File: src/sv/hkrb_pkg.sv
// ----------------------------------------------------------------------------
// hkrb_pkg
// Shared types and constants for the boot keyboard report builder.
// ----------------------------------------------------------------------------
`default_nettype none

package hkrb_pkg;

	// Key code width and pressed map depth
	localparam int CODE_W       = 8;
	localparam int CODE_COUNT   = 256;
	localparam int ADDR_W       = (CODE_COUNT > 1) ? $clog2(CODE_COUNT) : 1;

	// Held key slots and the slots shown in the report
	localparam int SLOT_COUNT   = 6;
	localparam int REPORT_SLOTS = 6;

	typedef logic [CODE_W-1:0] code_t;

	// Input word: one key event
	typedef struct packed {
		logic [7:0] key_code;
		logic       is_press;
		logic       is_modifier;
	} in_word_t;

	// Output word: the full boot report plus overflow flag
	typedef struct packed {
		logic [7:0] modifier_bits;
		logic [7:0] slot_zero;
		logic [7:0] slot_one;
		logic [7:0] slot_two;
		logic [7:0] slot_three;
		logic [7:0] slot_four;
		logic [7:0] slot_five;
		logic       overflow;
	} out_word_t;

	// Update command from the controller to the report state
	typedef struct packed {
		logic       apply;
		logic       is_press;
		logic       is_modifier;
		code_t      code;
	} rep_cmd_t;

	// Controller states
	typedef enum logic [1:0] {
		ST_CLEAR,
		ST_IDLE,
		ST_EVAL
	} ctrl_state_t;

endpackage

`default_nettype wire

File: src/sv/hkrb_map_mem.sv
// ----------------------------------------------------------------------------
// hkrb_map_mem
// Pressed map: one bit per key code, with a registered synchronous read.
// ----------------------------------------------------------------------------
`default_nettype none

module hkrb_map_mem
	import hkrb_pkg::*;
(
	input  wire logic              clk,
	input  wire logic              we,
	input  wire logic [ADDR_W-1:0] waddr,
	input  wire logic              wdata,
	input  wire logic              re,
	input  wire logic [ADDR_W-1:0] raddr,
	output logic                   rdata
);

	logic mem [CODE_COUNT];

	// Write port
	always_ff @(posedge clk) begin
		if (we) begin
			mem[waddr] <= wdata;
		end
	end

	// Registered read port; hold the data until the next read
	always_ff @(posedge clk) begin
		if (re) begin
			rdata <= mem[raddr];
		end
	end

endmodule

`default_nettype wire

File: src/sv/hkrb_report.sv
// ----------------------------------------------------------------------------
// hkrb_report
// Modifier byte and key slots: compute the next report and commit it on apply.
// ----------------------------------------------------------------------------
`default_nettype none

module hkrb_report
	import hkrb_pkg::*;
(
	input  wire logic      clk,
	input  wire logic      arst_n,
	input  wire rep_cmd_t  cmd,
	output out_word_t      report
);

	code_t             slots_q [SLOT_COUNT];
	code_t             slots_nxt [SLOT_COUNT];
	logic [7:0]        mod_q;
	logic [7:0]        mod_nxt;
	logic              full;
	code_t             rep [REPORT_SLOTS];

	// Next slot contents: fill first empty slot on press, close the gap on release
	always_comb begin
		logic seen_zero;
		logic seen_match;
		seen_zero  = 1'b0;
		seen_match = 1'b0;
		full       = 1'b0;
		for (int i = 0; i < SLOT_COUNT; i++) begin
			slots_nxt[i] = slots_q[i];
			if (!cmd.is_modifier) begin
				if (cmd.is_press) begin
					if (!seen_zero && slots_q[i] == '0) begin
						slots_nxt[i] = cmd.code;
						seen_zero    = 1'b1;
					end
				end else begin
					if (slots_q[i] == cmd.code) begin
						seen_match = 1'b1;
					end
					if (seen_match) begin
						if (i < SLOT_COUNT - 1) begin
							slots_nxt[i] = slots_q[i+1];
						end else begin
							slots_nxt[i] = '0;
						end
					end
				end
			end
		end
		if (!cmd.is_modifier && cmd.is_press && !seen_zero) begin
			full = 1'b1;
		end
	end

	// Next modifier byte: set or clear the mask bits
	always_comb begin
		mod_nxt = mod_q;
		if (cmd.is_modifier) begin
			if (cmd.is_press) begin
				mod_nxt = mod_q | cmd.code;
			end else begin
				mod_nxt = mod_q & ~cmd.code;
			end
		end
	end

	// Commit the update
	always_ff @(posedge clk or negedge arst_n) begin
		if (!arst_n) begin
			mod_q <= '0;
			for (int i = 0; i < SLOT_COUNT; i++) begin
				slots_q[i] <= '0;
			end
		end else if (cmd.apply) begin
			mod_q <= mod_nxt;
			for (int i = 0; i < SLOT_COUNT; i++) begin
				slots_q[i] <= slots_nxt[i];
			end
		end
	end

	// Report slots past the held slots read as empty
	always_comb begin
		for (int i = 0; i < REPORT_SLOTS; i++) begin
			rep[i] = '0;
			if (i < SLOT_COUNT) begin
				rep[i] = slots_nxt[i];
			end
		end
	end

	assign report.modifier_bits = mod_nxt;
	assign report.slot_zero     = rep[0];
	assign report.slot_one      = rep[1];
	assign report.slot_two      = rep[2];
	assign report.slot_three    = rep[3];
	assign report.slot_four     = rep[4];
	assign report.slot_five     = rep[5];
	assign report.overflow      = full;

endmodule

`default_nettype wire

File: src/sv/hid_keyboard_report_builder.sv
// ----------------------------------------------------------------------------
// hid_keyboard_report_builder
// Six-key-rollover boot keyboard report builder with a pressed-key map.
// ----------------------------------------------------------------------------
// After reset the block sweeps the 256-entry pressed map to zero, one entry a
// cycle, and in_ready stays low until the sweep is done. Each key event then
// takes two steps: one to read its pressed mark from the map memory and one
// to compare, write the mark back and build the report; the next event is
// taken once the controller is back in idle. A repeated press or release
// gives no output word. Other events give one word holding the whole report,
// held in an output register so that the next event can be taken while it
// waits. An event that gives a word while that register still holds a word
// not yet taken stays in its second step, with in_ready low, until out_ready
// frees the register.
`default_nettype none

module hid_keyboard_report_builder
	import hkrb_pkg::*;
(
	input  wire logic      clk,
	input  wire logic      arst_n,
	input  wire logic      in_valid,
	output logic           in_ready,
	input  wire in_word_t  in_word,
	output logic           out_valid,
	input  wire logic      out_ready,
	output out_word_t      out_word
);

	ctrl_state_t       state_q;
	ctrl_state_t       state_nxt;
	logic [ADDR_W-1:0] clr_cnt_q;
	in_word_t          item_s1;
	logic              out_valid_q;
	out_word_t         out_word_q;

	logic              mem_we;
	logic [ADDR_W-1:0] mem_waddr;
	logic              mem_wdata;
	logic              mem_re;
	logic              mark_s1;
	logic              in_map_s1;
	logic              out_free;
	logic              load_out;
	rep_cmd_t          cmd;
	out_word_t         report;

	hkrb_map_mem u_map (
		.clk   (clk),
		.we    (mem_we),
		.waddr (mem_waddr),
		.wdata (mem_wdata),
		.re    (mem_re),
		.raddr (in_word.key_code[ADDR_W-1:0]),
		.rdata (mark_s1)
	);

	hkrb_report u_report (
		.clk    (clk),
		.arst_n (arst_n),
		.cmd    (cmd),
		.report (report)
	);

	assign in_map_s1 = {1'b0, item_s1.key_code} < (CODE_W + 1)'(CODE_COUNT);
	assign out_free  = !out_valid_q || out_ready;

	// Next state and control
	always_comb begin
		state_nxt   = state_q;
		in_ready    = 1'b0;
		mem_re      = 1'b0;
		mem_we      = 1'b0;
		mem_waddr   = item_s1.key_code[ADDR_W-1:0];
		mem_wdata   = item_s1.is_press;
		load_out    = 1'b0;
		unique case (state_q)
			ST_CLEAR: begin
				mem_we    = 1'b1;
				mem_waddr = clr_cnt_q;
				mem_wdata = 1'b0;
				if (clr_cnt_q == ADDR_W'(CODE_COUNT - 1)) begin
					state_nxt = ST_IDLE;
				end
			end
			ST_IDLE: begin
				in_ready = 1'b1;
				mem_re   = in_valid;
				if (in_valid) begin
					state_nxt = ST_EVAL;
				end
			end
			ST_EVAL: begin
				// Drop repeats and codes outside the map
				if (!in_map_s1 || mark_s1 == item_s1.is_press) begin
					state_nxt = ST_IDLE;
				end else if (out_free) begin
					mem_we    = 1'b1;
					load_out  = 1'b1;
					state_nxt = ST_IDLE;
				end
			end
			default: begin
				state_nxt = ST_IDLE;
			end
		endcase
	end

	assign cmd.apply       = load_out;
	assign cmd.is_press    = item_s1.is_press;
	assign cmd.is_modifier = item_s1.is_modifier;
	assign cmd.code        = item_s1.key_code;

	// Controller state and clear counter
	always_ff @(posedge clk or negedge arst_n) begin
		if (!arst_n) begin
			state_q   <= ST_CLEAR;
			clr_cnt_q <= '0;
		end else begin
			state_q <= state_nxt;
			if (state_q == ST_CLEAR) begin
				clr_cnt_q <= clr_cnt_q + 1'b1;
			end
		end
	end

	// Hold the accepted event while its mark is read
	always_ff @(posedge clk) begin
		if (in_valid && in_ready) begin
			item_s1 <= in_word;
		end
	end

	// Output register
	always_ff @(posedge clk or negedge arst_n) begin
		if (!arst_n) begin
			out_valid_q <= 1'b0;
		end else if (load_out) begin
			out_valid_q <= 1'b1;
		end else if (out_ready) begin
			out_valid_q <= 1'b0;
		end
	end

	always_ff @(posedge clk) begin
		if (load_out) begin
			out_word_q <= report;
		end
	end

	assign out_valid = out_valid_q;
	assign out_word  = out_word_q;

endmodule

`default_nettype wire

File: config.mk
export PLATFORM = sky130hd
export DESIGN_NAME = hid_keyboard_report_builder
export DESIGN_NICKNAME = d
export VERILOG_FILES = /design/src/sv/hkrb_pkg.sv /design/src/sv/hkrb_map_mem.sv /design/src/sv/hkrb_report.sv /design/src/sv/hid_keyboard_report_builder.sv
export SDC_FILE = /design/constraint.sdc
export NUM_CORES = 1
export LEC_CHECK = 0
export BUFFER_PORTS_ARGS = -buffer_cell sky130_fd_sc_hd__buf_2
export CAP_MARGIN = 20
export CORE_ASPECT_RATIO = 1.2
export CORE_MARGIN = 2
export CORE_UTILIZATION = 50
export CTS_CLUSTER_DIAMETER = 120
export DETAILED_ROUTE_END_ITERATION = 6
export PLACE_DENSITY = 0.69
export SYNTH_ARGS = -nofsm -noshare
export SYNTH_HDL_FRONTEND = slang
export SYNTH_SLANG_ARGS = --single-unit
File: constraint.sdc
create_clock -name clk -period 8.3 [get_ports clk]
set_clock_uncertainty 0.05 [all_clocks]
set_input_delay 0.415 -clock clk [delete_from_list [all_inputs] [get_ports clk]]
set_output_delay 0.415 -clock clk [all_outputs]
set_load 0.05 [all_outputs]
== Word-level counts from Yosys, hierarchy flattened ==
Memories as Yosys holds them, arrays and structs flattened. A register that Yosys moved wholly into a read port is not among the register bits.
Cells that the tools add are included.

* Register bits after elaboration: 134
* Memory bits (writable): 256
* Input port bits: 14
* Word-level logic and storage cells: 145
* Memories: 1

{| class="wikitable"
|+ Memory list
! name !! words !! bits a word !! rd ports !! clocked after Yosys merged registers in !! wr ports !! RTL line !! source
|-
| u_map.mem || 256 || 1 || 1 || 1 || 1 || hkrb_map_mem.sv:19 || <nowiki>logic mem [CODE_COUNT];</nowiki>
|}

* Add/subtract/negate cells: 1
* Equality and inequality tests: 13
* Multiplexer cells: 80
* Bitwise operators: 3
* Reduce and logical (&&, ||, !) cells: 26

{| class="wikitable"
|+ Operators with widths
! kind !! count
|-
| 8-bit 2-to-1 mux || 27
|-
| 8-bit equality test || 6
|-
| 8-bit zero test || 6
|-
| 1-bit 2-to-1 mux || 47
|-
| 8-bit by 1-bit adder with 8-bit output (second input constant) || 1
|-
| 8-bit bitwise AND || 1
|-
| 8-bit equality test (second input constant) || 1
|-
| 1-bit logical AND || 8
|-
| 1-bit zero test || 8
|-
| 2-bit 2-to-1 mux || 4
|-
| 8-bit inverter || 1
|-
| 8-bit OR || 1
|-
| 2-bit one-hot mux with 3 select lines || 1
|-
| 2-bit inequality test (second input constant) || 2
|-
| 3-bit inequality test (second input constant) || 1
|-
| 3-bit AND reduction || 1
|-
| 2-bit by 1-bit equality test with 1-bit output (second input constant) || 1
|-
| 2-bit equality test (second input constant) || 1
|-
| 2-bit zero test || 1
|-
| 1-bit one-hot mux with 2 select lines || 1
|-
| 2-bit nonzero test || 1
|-
| 1-bit equality test || 1
|-
| 1-bit logical OR || 1
|}

== Depth between registers and ports, before layout ==
Gate-level depths: netlist (run 1).

* Depth after elaboration: 32
* Depth in mapped cells: 11
* Gate-level depth less buffers: 8

== Hierarchy ==
Synthesis (run 1) repeated with hierarchy kept, for this count alone.

* Cells, all modules: 1,543
* Area total of the unflattened synthesis: 18,868.1 um2

{| class="wikitable"
|+ By module, submodules not included
! module !! times used !! cells an instance !! area each (um2)
|-
| hkrb_map_mem || 1 || 788 || 11,138.2
|-
| hkrb_report || 1 || 632 || 5,086.1
|-
| hid_keyboard_report_builder || 1 || 123 || 2,643.8
|}

== Worst setup path after synthesis (run 1) ==
No wires, ideal clock.

* Path type: reg-to-reg
* Start point: reg item_s1 (netlist bit cmd[9])
* End point: mem u_map.mem[0], data pin
* Data arrival time: 6,992 ps
* Required time: 6,857 ps
* Setup slack: -135 ps
* Stages on the path, launching flop included: 6
* Buffers on the path: 3
* Cell sequence: edfxtp_1 -> buf_2 -> inv_1 -> clkbuf_1 -> clkbuf_1 -> nor2_1

* Word-level cells in the longest chain between the ends: 1

{| class="wikitable"
|+ Ends and longest elaborated chain
! what !! RTL line !! source
|-
| from (decl) || hid_keyboard_report_builder.sv:33 || <nowiki>in_word_t item_s1;</nowiki>
|-
| from (signal assigned) || hid_keyboard_report_builder.sv:130 || <nowiki>item_s1 <= in_word;</nowiki>
|-
| 1-bit 2-to-1 mux || hid_keyboard_report_builder.sv:77 || <nowiki>unique case (state_q)</nowiki>
|-
| via mem_wdata || hid_keyboard_report_builder.sv:39 || <nowiki>logic mem_wdata;</nowiki>
|-
| to (decl) || hkrb_map_mem.sv:19 ||
|}

The timed path passes the listed nets, and every way through them passes these cells.

== Worst setup path after layout (run 1) ==
* Start point: reg item_s1 (netlist bit cmd[9])
* End point: mem u_map.mem[13] (enable)

* Word-level cells in the longest chain between the ends: 5

{| class="wikitable"
|+ Ends and longest elaborated chain
! what !! RTL line !! source
|-
| 1-bit equality test || hid_keyboard_report_builder.sv:95 || <nowiki>if (!in_map_s1 || mark_s1 == item_s1.is_press) begin</nowiki>
|-
| 1-bit 2-to-1 mux || hid_keyboard_report_builder.sv:95 ||
|-
| 1-bit one-hot mux with 2 select lines || hid_keyboard_report_builder.sv:77 ||
|-
| 1-bit 2-to-1 mux || hkrb_map_mem.sv:23 || <nowiki>if (we) begin</nowiki>
|-
| 1-bit 2-to-1 mux (implied by the code) || hkrb_map_mem.sv:24 || <nowiki>mem[waddr] <= wdata;</nowiki>
|}

No other way between the ends.

==> flow_summary_export.csv, run 1 <==
group,metric,value,unit
status,status,"finished, final reports clean",
pwr,leakage,6.94,nW
cells_and_area,num_antenna_cells,0,
clock_tree,clock-sinks,391,
setup_path,crit_path_end_kind,"flop",
yosys,syn_area_per_cell,12.4,um^2
clock_tree,h-tree-depth,2,
clock_tree,clkLatencyLatePin,540,ps
clock_tree,cts_resized,0,
sta,fmax,255,MHz
routing,drtIter0Drc,1269,
yosys,synth.distinct_cells,61,
sta,slew_headroom,29.4,%
die,die-area,37800,um^2
global_route,grt_overflow_total,0,
min_path,hp-class,"in -> async",
global_route,antenna_found_initial,0,
cells_and_area,mostFrequentLayoutCells,"324 x nor2_1, 324 x edfxtp_1, 109 x nand2_1",
sta,fin_setup_tns,0,ps
sta,period_share,47.3,%
global_route,grt_usage,23.0,%
yosys,synth_nets,1473,
die,start_util,50.5,%
routing,vias,12074,
clock_tree,cts_made_buffers,41,
global_route,grt_max_degree,117,
setup_path,reg2reg_depth,10,
routing,drc,0,
die,rows,76,
cells_and_area,nets,1500,
setup_path,cp.arrival,4100,ps
routing,ant_nets,0,
clock_tree,cts_setup_buffers,0,
place,gp_congestion,0.841,
yosys,yosysSeqAreaShare,63.0,%
sta,rsz0062_at_grt,"no",
yosys,synth_async_sr_flop_share,17.1,%
sta,hold_violations,0,
clock_tree,cts_buffer_depth,3,
place,place_ws,4380,ps
place,place_hpwl,26.1,mm
setup_path,crit_type,"reg -> reg",
global_route,grt_pass1_wl,66.3,mm
clock_tree,cts_tree,"yes",
sta,setup_viol,0,
yosys,synth_top_area_share,53.7,%
routing,via_per_inst,6.08,
cells_and_area,syn_to_final_growth,11.2,%
yosys,synth-seq-cells,391,
sta,report.final.slew_viol_count,0,
clock_tree,cts_root_buffer,"clkbuf_16",
die,die_height,212,um
setup_path,reg2reg_to,"u_map.mem[13]$_DFFE_PP_",
routing,firstDrtPassIters,5,
sta,min_period,3930,ps
yosys,synth_cells,1458,
sta,tightest_slew,1050,ps
setup_path,crit_path_start_kind,"flop",
setup_path,critPathMaxFanout,53,
setup_path,cp-startpoint,"cmd[9]$_DFFE_PP_",
yosys,synthTopCellsByArea,"edfxtp_1 54%, dfrtp_1 9.3%, nor2_1 6.8%",
cells_and_area,drive_gt1_share,14.5,%
setup_path,critical_path_required,8480,ps
yosys,synth_edf_count,324,
yosys,yosysWarnings,0,
flow_run,cap_violations,0,
die,ios,73,
clock_tree,cts.reportedPaths.clkPinSlew,60,ps
routing,totalWireLength,43.1,mm
die,core-area,35800,um^2
setup_path,reg2reg_from,"cmd[9]$_DFFE_PP_",
place,io_buffers,72,
global_route,grt_pass1_vias,11927,
pwr,power.density,287,nW/um^2
die,fp.dieW,178,um
yosys,yosysTopAreaCell,"edfxtp_1",
sta,final.setup.worst_slack,4370,ps
pwr,vdd_drop_max,201,uV
setup_path,reg2reg_slack,4370,ps
yosys,synthFlopType,"edfxtp_1",
routing,post_drt_wl_per_cell,21.7,um
yosys,synth_area,18100,um^2
[cells in the mapped netlist (all sizes together) (2+ instances only)]
| library cell | count |
|---|---|
| nor3 | 9 |
| a21boi | 8 |
| o32a | 7 |
| xnor2 | 37 |
| or4 | 2 |
| nand4 | 10 |
| o21bai | 8 |
| and3 | 2 |
| nor2 | 328 |
| xor2 | 19 |
| o22ai | 33 |
| inv | 12 |
| nand3 | 10 |
| a22o | 19 |
| nand2b | 6 |
| a22oi | 8 |
| mux2 | 13 |
| nand3b | 11 |
| edfxtp | 324 |
| o31ai | 31 |
| a21o | 2 |
| mux2i | 68 |
| dfrtp | 67 |
| or3 | 18 |
| and4 | 2 |
| a21oi | 63 |
| a211oi | 7 |
| o221a | 7 |
| clkbuf | 60 |
| buf | 44 |
| and2 | 2 |
| nand2 | 110 |
| o22a | 5 |
| mux4 | 42 |
| a31oi | 8 |
| nor2b | 6 |
| o21ai | 21 |
| nor4 | 20 |
| a311oi | 2 |
[power by group]
part           leakage, nW  switching [mW]  internal (mW)
logic                 2.43           0.915          0.360
clock network        0.680           0.761           1.12
registers             3.83           0.185           2.44
total                 6.94            1.86           3.92
[worst max-delay path: stages, from the launching register on]
cell and delay [ps]:
edfxtp_1 320, buf_4 430, xor2_1 200, nand3b_1 130, nand2b_1 170, buf_4 270
inv_4 500, a21oi_1 190, nor3_1 390, nand2_1 620, nor2_1 330
[what timing repair did]
action | CTS | global route
hold endpoints to repair | 2 | 0
hold buffers | 2 | 0
endpoints found under the setup margin | 0 | 0
[kinds of logic after synthesis]
family                     synth area share (%)
muxes                                      9.89
adders and majority gates                0.0691
and+or+nand+nor                            12.9
DFF                                        63.0
AOI/OAI and AO/OA                          8.61
xor gates and xnor gates                   2.71
buffers and inverters                      2.87
[state kept, by name, summed over array words and instances (netlist names)]
register / count
u_report.slots_q: 48
u_map.mem: 256
cmd: 10
u_report.mod_q: 8
out_word: 57
out_valid: 1
u_map.rdata: 1
state_q: 2
clr_cnt_q: 8
[routing by layer]
layer  up-vias  track usage (%)  wire length (um)
li1       5435                -                 -
met1      6032             29.2             16900
met2       497             39.9             21600
met3       110             3.47              3030
met4         0             8.59              1580
met5         -                0                 0
[how the worst max path moves through the flow]
stage                                     to  cells after the start
floorplan             u_map.mem[0]$_DFFE_PP_                      5
global placement       u_map.rdata$_DFFE_PP_                      9
detailed placement    u_map.mem[1]$_DFFE_PP_                     10
CTS                   u_map.mem[1]$_DFFE_PP_                     10
global route        u_map.mem[207]$_DFFE_PP_                     10
finish               u_map.mem[13]$_DFFE_PP_                     10
[stage by stage]
step | cell area, um^2 | utilization, % | instances | power, mW | hold slack (ps)
floorplan | 18100 | - | 1458 | 3.54 | 69.4
global placement | 18700 | 52.1 | 1905 | 3.86 | 407
detailed placement | 18700 | 52.1 | 1905 | 3.90 | 417
CTS | 20100 | 56.1 | 1983 | 5.78 | 61.0
global route | 20100 | 56.2 | 1986 | 6.02 | 104
finish | 20100 | 56.2 | 1986 | 5.78 | 25.6
[layout make-up]
type / count / area, um^2
flip-flops and latches: 391 / 11400
repair buffers: 88 / 508
clock inverters: 28 / 328
multi-input cells: 951 / 6190
clock buffers: 48 / 1070
inverters: 12 / 47.5
well taps: 468 / 586
fillers: 2945 / 15700
(Power assumes the default switching activity.)
==> inputs of run 2 (changes only) <==
ABC_AREA = 1   (was not set)
PLACE_DENSITY = 0.67   (was 0.69)
clock period = 3.7 ns   (was 8.3 ns; I/O delays follow)
==> flow_summary_export.csv, run 2 <==
group,metric,value,unit
setup_path,reg2reg_slack,780,ps
clock_tree,cts_tree,"yes",
setup_path,crit_path_start_kind,"flop",
sta,holdWs,40.4,ps
clock_tree,cts_made_buffers,40,
yosys,synth_async_sr_flop_share,17.1,%
sta,setup_viol,0,
routing,totalWireLength,51.3,mm
cells_and_area,nets,2139,
place,place_ws,811,ps
status,status,"finished, final reports clean",
yosys,synthFlopType,"edfxtp_1",
die,fp.dieW,183,um
cells_and_area,fin_area,21400,um^2
global_route,grt_pass1_wl,80.8,mm
die,rows,78,
global_route,grt_usage,26.1,%
sta,hold_violations,0,
sta,period_share,79.0,%
yosys,synth.distinct_cells,45,
global_route,grt_pass1_vias,14668,
pwr,leakage,8.25,nW
cells_and_area,final_common_cell,"nand2_1",
setup_path,critPathMaxFanout,27,
pwr,power.density,691,nW/um^2
min_path,whs_path_depth,1,
pwr,vdd_drop_max,410,uV
cells_and_area,drive_gt1_share,11.6,%
sta,slew_headroom,32.4,%
place,place_hpwl,31.1,mm
routing,post_drt_wl_per_cell,19.4,um
sta,rsz0062_at_grt,"no",
place,io_buffers,72,
die,core-area,37900,um^2
setup_path,reg2reg_to,"out_word[20]$_DFFE_PP_",
place,placed_area,19900,um^2
cells_and_area,largest_register_ff_count,256,
die,die-area,40000,um^2
routing,firstDrtPassIters,6,
clock_tree,cts.reportedPaths.clkPinSlew,60,ps
routing,vias,15105,
yosys,synth_nets,2107,
global_route,grt_overflow_total,0,
cells_and_area,seq_area,11400,um^2
pwr,comb_power_share,29.9,%
clock_tree,cts_buffer_depth,3,
setup_path,crit_path_end_kind,"flop",
sta,fin_setup_tns,0,ps
setup_path,crit_type,"reg -> reg",
min_path,hp-class,"in -> reg",
clock_tree,cts_resized,0,
flow_run,cap_violations,0,
pwr,p_int,9.35,mW
cells_and_area,mostFrequentLayoutCells,"422 x nand2_1, 352 x nor2_1, 324 x edfxtp_1",
yosys,syn_area_per_cell,9.18,um^2
clock_tree,clkLatencyLatePin,540,ps
sta,tightest_slew,1010,ps
die,start_util,50.7,%
die,die_height,219,um
yosys,yosysWarnings,0,
cells_and_area,fill_cells,3387,
setup_path,cp.arrival,3150,ps
pwr,switchingPower,5.43,mW
clock_tree,clock-sinks,391,
clock_tree,h-tree-depth,2,
sta,report.final.slew_viol_count,0,
yosys,synth_top_area_share,50.7,%
clock_tree,cts_root_buffer,"clkbuf_16",
cells_and_area,largest-register,"u_map.mem",
pwr,switching_share,36.7,%
routing,drc,0,
yosys,yosysTopAreaCell,"edfxtp_1",
yosys,synth-seq-cells,391,
global_route,grt_max_degree,149,
yosys,ys_top_cells_by_count,"422 x nand2_1, 353 x nor2_1, 324 x edfxtp_1, 200 x o21ai_0, 173 x nand3_1",
yosys,synth_area,19200,um^2
yosys,synthTopCellsByArea,"edfxtp_1 51%, dfrtp_1 8.7%, nand2_1 8.2%",
min_path,worst_hold_path.endpoint,"cmd[4]$_DFFE_PP_",
routing,via_per_inst,5.73,
setup_path,reg2reg_from,"cmd[2]$_DFFE_PP_",
sta,final.setup.worst_slack,775,ps
setup_path,critical_path_required,3920,ps
sta,min_period,2920,ps
sta,fmax,342,MHz
place,gp_congestion,0.903,
die,ios,73,
routing,drtIter0Drc,1836,
pwr,pwr-share-clk,29.1,%
routing,ant_nets,0,
yosys,post-synth-top-count-cell,"nand2_1",
setup_path,reg2reg_depth,14,
yosys,synth_edf_count,324,
global_route,antenna_found_initial,1,
cells_and_area,multi_input_area,6660,um^2
min_path,hp-start,"in_word[6]",
yosys,synth_cells,2092,
pwr,p_seq_share,41.0,%
yosys,yosysSeqAreaShare,59.4,%
cells_and_area,syn_to_final_growth,11.4,%
run 2: cell count changes after synthesis, sizes merged, moves of 42 or more:
| cell | change |
|---|---|
| nand2 | +327 |
| inv | +137 |
| nand3 | +164 |
| nor2 | +65 |
| mux4 | -42 |
| o21ai | +190 |
| mux2i | -68 |
run 2: final cells by class:
| cell class | count | area share [%] |
|---|---|---|
| Inverter | 149 | 2.61 |
| Antenna cell | 2 | 0.0234 |
| Clock inverter | 25 | 1.49 |
| Tap cell | 480 | 2.81 |
| Sequential cell | 391 | 53.3 |
| Timing Repair Buffer | 115 | 3.55 |
| Multi-Input combinational cell | 1427 | 31.1 |
| Clock buffer | 49 | 5.08 |
run 2: power groups by stage:
stage	Sequential [mW]	Combinational (mW)	Clock (mW)
finish	6.06	4.42	4.30
global route	6.11	4.92	4.55
CTS	6.05	4.39	4.38
detailed placement	6.13	4.37	0
global placement	6.12	4.28	0
floorplan	6.29	2.99	0
run 2: metal layers:
layer	wire length, um	up-vias	global-route usage (%)	share of wire, %
met5	0	-	0	0
met4	2220	0	12.1	4.3
met3	3550	144	3.73	6.9
met2	25100	598	44.7	49
met1	20500	7242	32.9	40
li1	-	7121	-	-
run 2: worst max path at each step:
| stage | depth (start not counted) | startpoint | end | slack (ps) |
|---|---|---|---|---|
| after detailed placement | 14 | cmd[2]$_DFFE_PP_ | out_word[17]$_DFFE_PP_ | 810 |
| final | 14 | cmd[2]$_DFFE_PP_ | out_word[20]$_DFFE_PP_ | 780 |
| after floorplan | 5 | cmd[9]$_DFFE_PP_ | u_map.mem[0]$_DFFE_PP_ | 40 |
| after CTS | 14 | cmd[2]$_DFFE_PP_ | out_word[17]$_DFFE_PP_ | 810 |
| after global routing | 13 | cmd[2]$_DFFE_PP_ | u_report.slots_q[43]$_DFFE_PN0P_ | 480 |
| after global placement | 14 | cmd[2]$_DFFE_PP_ | out_word[20]$_DFFE_PP_ | 840 |
run 2: worst max-delay path: stages, from the launching register on:
cell      delay (ps)
edfxtp_1         690
inv_1            330
nand2_1           80
nand2_1           80
inv_1             40
nand2_1           70
nor2_1            50
nand2_2          120
nand2_4          160
nor2_8           370
nand2_4          160
inv_2            170
nand2_1           70
nand3_1           90
a21boi_1         120
run 2: kinds of logic (layout without fill, tap and decap cells):
family          count (synthesis)  count (layout)  synth area share (%)
other cells                     0               2                     0
buf+inv                       274             338                  5.93
fa+ha+maj                       1               1                0.0652
compound gates                353             353                  9.83
xor+xnor                       27              27                  1.27
simple gates                 1046            1046                  23.5
flops                         391             391                  59.4
run 2: timing repair:
| action | in CTS | in global routing |
|---|---|---|
| hold buffers | 8 | 0 |
| hold endpoints to repair | 36 | 0 |
| buffers inserted | 0 | 0 |
run 2: metrics by stage:
stage | util (%) | cells | power [mW]
after floorplan | - | 2092 | 9.28
after global routing | 56.5 | 2637 | 15.6
after detailed placement | 52.5 | 2553 | 10.5
after CTS | 56.5 | 2635 | 14.8
after global placement | 52.5 | 2553 | 10.4
final | 56.5 | 2638 | 14.8
==> inputs of run 3 (changes only) <==
ABC_AREA = 0   (was 1)
PLACE_DENSITY = 0.69   (was 0.67)
clock period = 2.5 ns   (was 3.7 ns; I/O delays follow)
==> flow_summary_export.csv, run 3 (synthesis gave the netlist of run 1 again) <==
group,metric,value,unit
routing,wl_met2,23.0,mm
cells_and_area,nets,1638,
sta,tightest_slew,788,ps
sta,slew_headroom,47.0,%
sta,fin_setup_tns,0,ps
cells_and_area,fill_cells,2822,
routing,drc,0,
global_route,grt_overflow_total,0,
place,io_buffers,72,
pwr,vdd_drop_max,591,uV
clock_tree,cts_buffer_depth,3,
setup_path,reg2reg_depth,9,
global_route,grt_usage,24.9,%
sta,setup_viol,0,
sta,hold_violations,0,
die,die_height,212,um
setup_path,reg2reg_to,"u_report.slots_q[12]$_DFFE_PN0P_",
clock_tree,clock-sinks,391,
routing,vias,12750,
die,fp.dieW,178,um
cells_and_area,syn_to_final_growth,17.9,%
cells_and_area,final_common_cell,"edfxtp_1",
die,rows,76,
clock_tree,cts.reportedPaths.clkPinSlew,70,ps
place,place_hpwl,29.9,mm
routing,via_per_inst,6.02,
setup_path,crit_path_end_kind,"flop",
setup_path,crit_type,"reg -> reg",
cells_and_area,largest_register_ff_count,256,
clock_tree,clkLatencyLatePin,540,ps
min_path,hp-class,"in -> async",
sta,period_share,98.2,%
sta,final.setup.worst_slack,44.3,ps
sta,report.final.slew_viol_count,0,
routing,firstDrtPassIters,6,
global_route,grt_max_degree,109,
cells_and_area,utilization,59.5,%
setup_path,reg2reg_slack,40,ps
status,status,"finished, final reports clean",
routing,totalWireLength,46.4,mm
flow_run,cap_violations,0,
cells_and_area,largest-register,"u_map.mem",
global_route,antenna_found_initial,1,
sta,min_period,2460,ps
place,place_ws,-174,ps
routing,wl_met1,17.6,mm
place,gp_congestion,0.918,
pwr,power.density,905,nW/um^2
setup_path,reg2reg_from,"cmd[3]$_DFFE_PP_",
setup_path,cp.arrival,2840,ps
sta,rsz0062_at_grt,"yes",
routing,post_drt_wl_per_cell,21.9,um
die,ios,73,
setup_path,crit_path_start_kind,"flop",
die,core-area,35800,um^2
clock_tree,cts_made_buffers,39,
clock_tree,h-tree-depth,2,
sta,fmax,407,MHz
routing,wl_met3,3.23,mm
setup_path,critical_path_required,2880,ps
die,start_util,50.5,%
global_route,grt_pass1_vias,12546,
die,die-area,37800,um^2
routing,ant_nets,0,
sta,holdWs,94.8,ps
cells_and_area,mostFrequentLayoutCells,"324 x edfxtp_1, 321 x nor2_1, 135 x buf_4",
routing,top_layer,"met4",
pwr,leakage,7.60,nW
global_route,grt_pass1_wl,70.8,mm
routing,drtIter0Drc,1375,
clock_tree,cts_tree,"yes",
cells_and_area,drive_gt1_share,23.3,%
setup_path,critPathMaxFanout,7,
clock_tree,cts_root_buffer,"clkbuf_16",
[run 3: worst max path at each step]
stage / startpoint / endpoint / slack [ps] / cells past startpoint
after floorplan: cmd[9]$_DFFE_PP_ / u_map.mem[0]$_DFFE_PP_ / -1070 / 5
after global placement: in_word[2] / u_map.rdata$_DFFE_PP_ / -150 / 10
after detailed placement: in_word[2] / u_map.rdata$_DFFE_PP_ / -170 / 10
after CTS: cmd[7]$_DFFE_PP_ / u_map.mem[152]$_DFFE_PP_ / -90 / 6
after global routing: cmd[0]$_DFFE_PP_ / out_word[28]$_DFFE_PP_ / -50 / 9
final: cmd[3]$_DFFE_PP_ / u_report.slots_q[12]$_DFFE_PN0P_ / 40 / 9
[run 3: critical path, stage by stage, from the launching register on]
cell      delay [ps]
edfxtp_1         450
buf_4            180
buf_12           140
xnor2_1          120
nand4_1          150
nor2_2            60
nor4b_4          530
nand2b_4         270
nor2_1            80
a211oi_1         290
[run 3: final cells by class]
class                   instances  area, um^2  area share [%]
diodes                          1        2.50          0.0117
clock buffers                  50        1030            4.81
clock inverters                18         166           0.780
inverters                      12        50.0           0.234
multi-input cells             951        6420            30.1
flip-flops and latches        391       11400            53.4
well taps                     468         586            2.74
repair buffers                228        1690            7.90
[run 3: per-stage QoR]
stage	power, mW	instance area [um^2]	instances
2_1_floorplan	11.7	18100	1458
3_3_place_gp	13.5	19700	2024
3_5_place_dp	13.6	19700	2024
4_1_cts	19.1	21000	2104
5_1_grt	20.1	21300	2118
6_report	19.3	21300	2119
[run 3: where the power goes]
part / switching [mW] / leakage (nW) / internal, mW / total, mW
registers: 0.498 / 3.83 / 8.07 / 8.57
clock network: 2.40 / 0.581 / 3.12 / 5.53
logic: 3.48 / 3.20 / 1.75 / 5.22
[run 3: repair_timing]
item	CTS	global route
hold buffers	9	0
hold endpoints to repair	33	0
buffers inserted	3	13
pin swaps	1	18
resized for setup	8	51
setup endpoints to repair	127	278
[run 3: routing by layer]
layer / vias to the layer above / track usage [%]
met5: - / 0
met4: 0 / 13.7
met3: 166 / 4.38
met2: 570 / 42.0
met1: 6318 / 30.4
li1: 5696 / -
